File: src/rtl/core/tsr_pkg.sv
// ----------------------------------------------------------------------------
// tsr_pkg
// Shared types and constants for the timestamped sample ring.
// ----------------------------------------------------------------------------
package tsr_pkg;

    localparam int NUM_BLOCKS_DEF     = 8;
    localparam int BLOCK_CAPACITY_DEF = 256;
    localparam int MAX_READ_DEF       = 64;

    localparam int SAMPLE_W = 16;
    localparam int TIME_W   = 64;
    localparam int LEN_W    = 9;
    localparam int REQ_W    = 7;
    localparam int STAT_W   = 2;

    localparam logic [LEN_W-1:0] LIMIT_RESET = 9'd256;

    // action codes
    localparam logic ACT_PUSH = 1'b0;
    localparam logic ACT_READ = 1'b1;

    // result status codes
    localparam logic [STAT_W-1:0] STAT_COMMIT = 2'd0;
    localparam logic [STAT_W-1:0] STAT_FULL   = 2'd1;
    localparam logic [STAT_W-1:0] STAT_DATA   = 2'd2;
    localparam logic [STAT_W-1:0] STAT_EMPTY  = 2'd3;

    typedef struct packed {
        logic                action;
        logic [SAMPLE_W-1:0] in_sample_i;
        logic [SAMPLE_W-1:0] in_sample_q;
        logic [TIME_W-1:0]   block_time;
        logic                end_of_block;
        logic [REQ_W-1:0]    request_count;
    } t_in_item;

    typedef struct packed {
        logic [STAT_W-1:0]   status;
        logic [SAMPLE_W-1:0] out_sample_i;
        logic [SAMPLE_W-1:0] out_sample_q;
        logic [TIME_W-1:0]   chunk_time;
        logic [LEN_W-1:0]    sample_count;
        logic                last_result;
    } t_result;

    // per-block bookkeeping kept in the block table
    typedef struct packed {
        logic [TIME_W-1:0] time_stamp;
        logic [LEN_W-1:0]  len;
    } t_meta;

    typedef struct packed {
        logic push;      // take a pushed sample
        logic rd_start;  // take a read request
        logic rd_meta;   // block table data is valid, size the chunk
        logic rd_issue;  // fetch one sample of the chunk
    } t_ctrl_cmd;

    typedef struct packed {
        logic empty;       // no committed block waits
        logic n_zero;      // chunk holds no samples
        logic issue_last;  // this fetch is the last of the chunk
    } t_ctrl_status;

endpackage

File: src/rtl/core/tsr_ctrl.sv
// ----------------------------------------------------------------------------
// tsr_ctrl
// Sequencer: takes items, steps a read through table lookup and sample fetch.
// ----------------------------------------------------------------------------
module tsr_ctrl
    import tsr_pkg::*;
(
    input  logic         i_clk,
    input  logic         i_rst_n,
    input  logic         start,
    input  logic         i_action,
    input  t_ctrl_status i_status,
    output t_ctrl_cmd    o_cmd,
    output logic         busy
);

    localparam logic [1:0] S_IDLE   = 2'd0;
    localparam logic [1:0] S_META   = 2'd1;
    localparam logic [1:0] S_STREAM = 2'd2;

    logic [1:0] r_state;
    logic [1:0] n_state;

    always_comb begin
        n_state = r_state;
        o_cmd   = '0;
        unique case (r_state)
            S_IDLE: begin
                if (start) begin
                    if (i_action == ACT_PUSH) begin
                        o_cmd.push = 1'b1;
                    end else begin
                        o_cmd.rd_start = 1'b1;
                        if (!i_status.empty) begin
                            n_state = S_META;
                        end
                    end
                end
            end
            S_META: begin
                o_cmd.rd_meta = 1'b1;
                n_state = i_status.n_zero ? S_IDLE : S_STREAM;
            end
            S_STREAM: begin
                o_cmd.rd_issue = 1'b1;
                if (i_status.issue_last) begin
                    n_state = S_IDLE;
                end
            end
            default: begin
                n_state = S_IDLE;
            end
        endcase
    end

    always_ff @(posedge i_clk) begin
        if (!i_rst_n) begin
            r_state <= S_IDLE;
        end else begin
            r_state <= n_state;
        end
    end

    assign busy = (r_state != S_IDLE);

endmodule

File: config.mk
export PLATFORM = sky130hd
export DESIGN_NAME = tsr_ctrl
export DESIGN_NICKNAME = d
export VERILOG_FILES = /design/src/rtl/core/tsr_pkg.sv /design/src/rtl/core/tsr_ctrl.sv
export SDC_FILE = /design/constraint.sdc
export NUM_CORES = 1
export LEC_CHECK = 0
export ABC_AREA = 0
export BUFFER_PORTS_ARGS = -buffer_cell sky130_fd_sc_hd__buf_2
export CAP_MARGIN = 20
export CELL_PAD_IN_SITES_DETAIL_PLACEMENT = 1
export CELL_PAD_IN_SITES_GLOBAL_PLACEMENT = 1
export CORE_AREA = 2 2 39 41
export CTS_CLUSTER_DIAMETER = 80
export DETAILED_ROUTE_END_ITERATION = 10
export DIE_AREA = 0 0 41 43
export PLACE_DENSITY = 0.49
export SYNTH_ARGS = -nofsm -noshare
export SYNTH_HDL_FRONTEND = slang
export SYNTH_SLANG_ARGS = --single-unit
File: constraint.sdc
create_clock -name i_clk -period 0.88 [get_ports i_clk]
set_input_delay 0 -clock i_clk [delete_from_list [all_inputs] [get_ports i_clk]]
set_output_delay 0 -clock i_clk [all_outputs]
set_load 0.02 [all_outputs]
Yosys cells after proc, flatten, opt, wreduce, memory -nomap -nowiden:

Cells that the tools add are included.
W data, S select, Z words.

* equality and inequality tests: 6
* multiplexer cells: 12
* reduce and logical (&&, ||, !) cells: 3

Operators with widths (count)
* $mux W2: 7
* $ne A2 B2 Y1 const B: 4
* $pmux W2 S3: 1
* $mux W1: 4
* $reduce_and A4 Y1: 1
* $eq A2 B1 Y1 const B: 1
* $eq A2 B2 Y1 const B: 1
* $logic_not A2 Y1: 1
* $reduce_bool A2 Y1: 1

* flip-flop bits (word level): 2
* output and inout port bits: 5

Depth between registers and ports, before layout:

Gate-level depths: netlist of run 1.

* depth after elaboration: 4
* gate-level depth with buffers: 2

Worst setup path after synthesis of run 1:

No wires, ideal clock.

* path kind: reg2out
* start point: register r_state[0]
* end point: output o_cmd[3] (netlist name)
* data arrival time: 943 ps
* data required time: 880 ps
* path slack: -63 ps
* cell stages (with the launch flop): 3
* path through: dfxtp_1 or2_4 nor3b_2

RTL lines
* start: declaration: RTL line tsr_ctrl.sv:21 `logic [1:0] r_state;`
* start signal: assignment: RTL line tsr_ctrl.sv:60 `r_state <= n_state;`
* end: declaration: RTL line tsr_ctrl.sv:13 `output t_ctrl_cmd o_cmd,`

==> results of run 1 <==
[power by group]
group / switching (mW) / internal (mW)
Clock: 0.0534 / 0.151
Combinational: 0.0445 / 0.0592
Sequential: 0.000925 / 0.0936
[kinds of logic after synthesis]
group	Yosys count
compound gates	1
simple gates	8
flops	2
buf+inv	2
[stage by stage]
stage	setup slack, ns	hold WS (ns)	cell area [um2]
3_3_place_gp	-0.0339	0.174	214
5_1_grt	-0.305	0.0714	360
6_report	-0.240	0.0722	360
4_1_cts	-0.246	0.0268	285
2_1_floorplan	-0.0111	0.0362	131
3_5_place_dp	-0.0638	0.179	214
[final timing paths]
| path | cells past startpoint | end | slack, ns |
|---|---|---|---|
| worst max-delay path | 4 | o_cmd[2] | -0.24 |
| worst min-delay path | 2 | r_state[1] | 0.07 |
| worst max register to register | 4 | r_state[1] | -0.18 |
| worst min register to register | 3 | r_state[0] | 0.67 |
[synthesized netlist by cell type]
library cell	count	area (um2)
nand2_1	1	3.75
or2_4	1	8.76
dfxtp_1	2	40.0
and2b_1	1	7.51
nor4_2	1	12.5
inv_1	2	7.51
nor3b_2	1	12.5
nor2b_2	1	8.76
nor2b_1	1	6.26
a32o_1	1	10.0
nor2_1	1	3.75
[what timing repair did]
item / CTS / global route
endpoints found under the hold margin: 1 / 0
resized for setup: 9 / 9
gates cloned: 0 / 0
pin swaps: 2 / 1
setup endpoints to repair: 7 / 7
hold buffers: 1 / 0
setup buffers: 2 / 3
[final cells by class]
type                    instances  area (um2)  share of cell area [%]
flip-flops and latches          2        42.5                    11.8
inverters                       2        7.51                    2.08
well taps                      16        20.0                    5.56
repair buffers                 18         165                    45.8
multi-input cells               9         103                    28.5
clock buffers                   3        22.5                    6.25
[critical path: cells and delay by family, from the launching register on]
family | cells | cell delay [ns]
buf+inv | 2 | 0.25
flops | 1 | 0.31
simple gates | 2 | 0.34
[per-layer routing]
metal / part of all wire, % / wire length, um / vias up
met1: 35 / 189 / 77
met2: 50 / 272 / 14
li1: - / - / 86
met3: 15 / 81 / 0
met5: 0 / 0 / -
met4: 0 / 0 / 0
==> impl_metrics.env, run 1 <==
export IMPL_finalSetupViolations=7
export IMPL_synth_yosys_warnings=0
export IMPL_max_cap_violations=0
export IMPL_h_tree_depth=1
export IMPL_clk_latency_ns=0.23
export IMPL_critPathSlowestCell="dfxtp_2"
export IMPL_setup_tns_ns=-1.40
export IMPL_power_density_nw_per_um2=1120
export IMPL_core_area_um2=1380
export IMPL_grt_use_total_pct=7.52
export IMPL_vias_per_cell=3.54
export IMPL_synth_xor_area_share_pct=0
export IMPL_antenna_found_initial=0
export IMPL_rows=14
export IMPL_gr_usage_met1_pct=8.63
export IMPL_hpwl_um=370
export IMPL_muxShareOfSynthArea_pct=0
export IMPL_synthCells=13
export IMPL_arrival_ns=1.12
export IMPL_rsz0062_at_grt="yes"
export IMPL_min_from="i_rst_n"
export IMPL_p_leak_nw=0.169
export IMPL_dp_cells=41
export IMPL_ir_drop_v=0.000582
export IMPL_die_width_um=41
export IMPL_path_max_fanout=3
export IMPL_cts_tree="done"
export IMPL_top_regs="r_state: 2 flops"
export IMPL_drc=0
export IMPL_wl_um=542
export IMPL_tightest_slew_ns=0.207
export IMPL_start_util_pct=8.77
export IMPL_avgRoutedWirePerCell_um=10.8
export IMPL_largest_register_ffs=2
export IMPL_synth_top_family_by_area="simple AND/OR/NAND/NOR gates"
export IMPL_io_buffer_count=11
export IMPL_layout_setup_ws_ns=-0.240
export IMPL_dr_first_iter_drc_count=0
export IMPL_antennaDiodeCount=0
export IMPL_busiest_layer="met1"
export IMPL_crit_chain="or2_4, buf_12, nor2_4, buf_6"
export IMPL_startpoint_type="flip-flop"
export IMPL_avgSynthCellArea_um2=9.34
export IMPL_num_vias=177
export IMPL_synth_adder_area_share_pct=0
export IMPL_final_cell_mix="buf_2, buf_6, clkbuf_4, buf_4"
export IMPL_cts_buffers=3
export IMPL_ys_seq_elements=2
export IMPL_synth_area_um2=121
export IMPL_startpoint="r_state[1]"
export IMPL_violations="setup timing"
export IMPL_use_met3_pct=6.81
export IMPL_synth_compound_area_share_pct=8.25
export IMPL_top_register="r_state"
export IMPL_grt_ovfl_total=0
export IMPL_clkSlewWorstSetupHoldPaths_ns=0.03
export IMPL_hold_violations=0
export IMPL_ios=12
export IMPL_layoutNonFillerInstCount=50
export IMPL_path_class="flip-flop to output port"
export IMPL_gp_congestion=0.592
export IMPL_drt_pass1_iter_count=1
export IMPL_fin_skew_ns=0.00802
export IMPL_clock_sinks=2
export IMPL_hp_class="primary input to flip-flop"
export IMPL_dieArea_um2=1760
export IMPL_syn_nets=20
export IMPL_max_slew_margin_pct=86.1
export IMPL_drive_gt1_share_pct=82.4
export IMPL_status="finished, violations left"
export IMPL_synth_simple_area_share_pct=52.6
export IMPL_fin_crit_ns=1.12
export IMPL_reg2reg_from="r_state[1]"
export IMPL_synth_yosys_seq_area_share_pct=33.0
export IMPL_fin_util_pct=26.0
export IMPL_grt_pass1_wl_um=786
export IMPL_cts_root_buf="clkbuf_4"
export IMPL_synth_cell_types=11
export IMPL_critPathMaxStageDelay_ns=0.31
export IMPL_ant_nets=0
export IMPL_die_h_um=43
export IMPL_grt_util_met2_pct=8.13
export IMPL_grt_pass1_vias=185
export IMPL_power_total_mw=0.402
export IMPL_clockBufferDepth=2
export IMPL_cp_end_kind="output port"
export IMPL_area_growth_pct=197
export IMPL_fmax_mhz=893
export IMPL_nets=43
export IMPL_fillers=156
export IMPL_period_share_pct=127
export IMPL_cp_required_ns=0.88
export IMPL_final_max_slew_viol_count=0
export IMPL_grt_max_degree=5
(Power assumes the default switching activity.)
==> run 2, diff against run 1 <==
- CTS_BUF_LIST: default -> sky130_fd_sc_hd__clkbuf_16
- SKIP_CTS_REPAIR_TIMING: default -> 1
==> impl_metrics.env, run 2 (synthesis results as in run 1) <==
export IMPL_rows=14
export IMPL_ir_drop_v=0.00123
export IMPL_path_max_fanout=3
export IMPL_multi_input_area_um2=103
export IMPL_setup_worst_path_end="o_cmd[2]"
export IMPL_dieArea_um2=1760
export IMPL_grt_ovfl_total=0
export IMPL_nets=42
export IMPL_grt_use_total_pct=6.61
export IMPL_core_area_um2=1380
export IMPL_drive_gt1_share_pct=81.8
export IMPL_die_h_um=43
export IMPL_avgRoutedWirePerCell_um=12.2
export IMPL_drt_pass1_iter_count=2
export IMPL_cp_required_ns=0.88
export IMPL_fillers=155
export IMPL_num_vias=178
export IMPL_clk_latency_ns=0.22
export IMPL_power_total_mw=0.880
export IMPL_area_growth_pct=231
export IMPL_status="finished, violations left"
export IMPL_tightest_slew_ns=0.202
export IMPL_fin_crit_ns=1.13
export IMPL_hp_class="primary input to flip-flop"
export IMPL_clkSlewWorstSetupHoldPaths_ns=0.03
export IMPL_reg2reg_from="r_state[1]"
export IMPL_final_cell_mix="buf_2, buf_6, clkbuf_16, buf_4"
export IMPL_start_util_pct=8.77
export IMPL_path_class="flip-flop to output port"
export IMPL_grt_pass1_vias=153
export IMPL_regToRegSetupSlack_ns=-0.16
export IMPL_route_met3_wl_um=87
export IMPL_power_density_nw_per_um2=2190
export IMPL_clock_sinks=2
export IMPL_top_register="r_state"
export IMPL_grt_pass1_wl_um=724
export IMPL_grt_max_degree=5
export IMPL_wl_met2_um=289
export IMPL_max_slew_margin_pct=86.5
export IMPL_die_width_um=41
export IMPL_rsz0062_at_grt="yes"
export IMPL_final_area_um2=402
export IMPL_hold_violations=0
export IMPL_max_cap_violations=0
export IMPL_violations="setup timing"
export IMPL_routedLengthMet1_um=206
export IMPL_r2r_worst_path_cells=3
export IMPL_finalSetupViolations=7
export IMPL_period_share_pct=128
export IMPL_setup_tns_ns=-1.20
export IMPL_fin_skew_ns=0.000741
export IMPL_cts_root_buf="clkbuf_16"
export IMPL_post_place_ws_ns=-0.0638
export IMPL_place_area_um2=214
export IMPL_layout_setup_ws_ns=-0.249
export IMPL_startpoint="r_state[1]"
export IMPL_gp_congestion=0.592
export IMPL_cts_buffers=3
export IMPL_topRoutingLayerUsed="met4"
export IMPL_vias_per_cell=3.63
export IMPL_clockBufferDepth=2
export IMPL_seqCellArea_um2=42.5
export IMPL_ant_nets=0
export IMPL_io_buffer_count=11
export IMPL_top_regs="r_state: 2 flops"
export IMPL_startpoint_type="flip-flop"
export IMPL_hpwl_um=370
export IMPL_largest_register_ffs=2
export IMPL_antenna_found_initial=0
export IMPL_layoutNonFillerInstCount=49
export IMPL_dp_cells=41
export IMPL_final_max_slew_viol_count=0
export IMPL_antennaDiodeCount=0
export IMPL_wl_um=600
export IMPL_arrival_ns=1.13
export IMPL_fmax_mhz=886
export IMPL_final_common_cell="buf_2"
export IMPL_r2r_end="r_state[0]"
export IMPL_drc=0
export IMPL_cts_tree="done"
export IMPL_p_leak_nw=0.186
export IMPL_min_from="i_rst_n"
export IMPL_ios=12
export IMPL_h_tree_depth=1
export IMPL_dr_first_iter_drc_count=2
export IMPL_cp_end_kind="output port"
-- run 2: cell types whose count changed in the layout (fill, tap and decap cells not counted) --
cell,delta
clkbuf_16,+3
buf_6,-1
clkbuf_4,-3
-- run 2: metal layers --
| layer | global-route usage, % | up-vias |
|---|---|---|
| met1 | 8.92 | 78 |
| met2 | 6.88 | 14 |
| met4 | 4.00 | 0 |
| li1 | - | 84 |
| met5 | 0 | - |
| met3 | 5.24 | 2 |
-- run 2: worst min path at each step --
stage	end	depth (start not counted)
floorplan	o_cmd[3]	1
CTS	r_state[0]	2
finish	r_state[1]	2
global route	r_state[1]	2
detailed placement	r_state[0]	2
global placement	r_state[0]	2
-- run 2: cell type report --
class / count / share of cell area [%]
sequential: 2 / 10.6
inverter: 2 / 1.87
multi-input combinational: 9 / 25.5
timing repair buffer: 17 / 38.3
tap: 16 / 4.98
clock buffer: 3 / 18.7
-- run 2: report_power, final --
part | internal, mW | switching [mW] | total [mW]
logic | 0.0581 | 0.0444 | 0.102
clock network | 0.578 | 0.104 | 0.682
registers | 0.0937 | 0.00155 | 0.0952
-- run 2: through the flow --
stage          util, %  hold slack (ns)
6_report          29.0           0.0761
2_1_floorplan        -           0.0362
5_1_grt           29.0           0.0925
4_1_cts           20.9          -0.0490
3_3_place_gp      15.5            0.174
3_5_place_dp      15.5            0.179
-- run 2: critical path: stages (launching register included) --
cell and delay [ns]:
dfxtp_2 0.31, or2_4 0.28, buf_12 0.13, nor2_4 0.07, buf_6 0.12
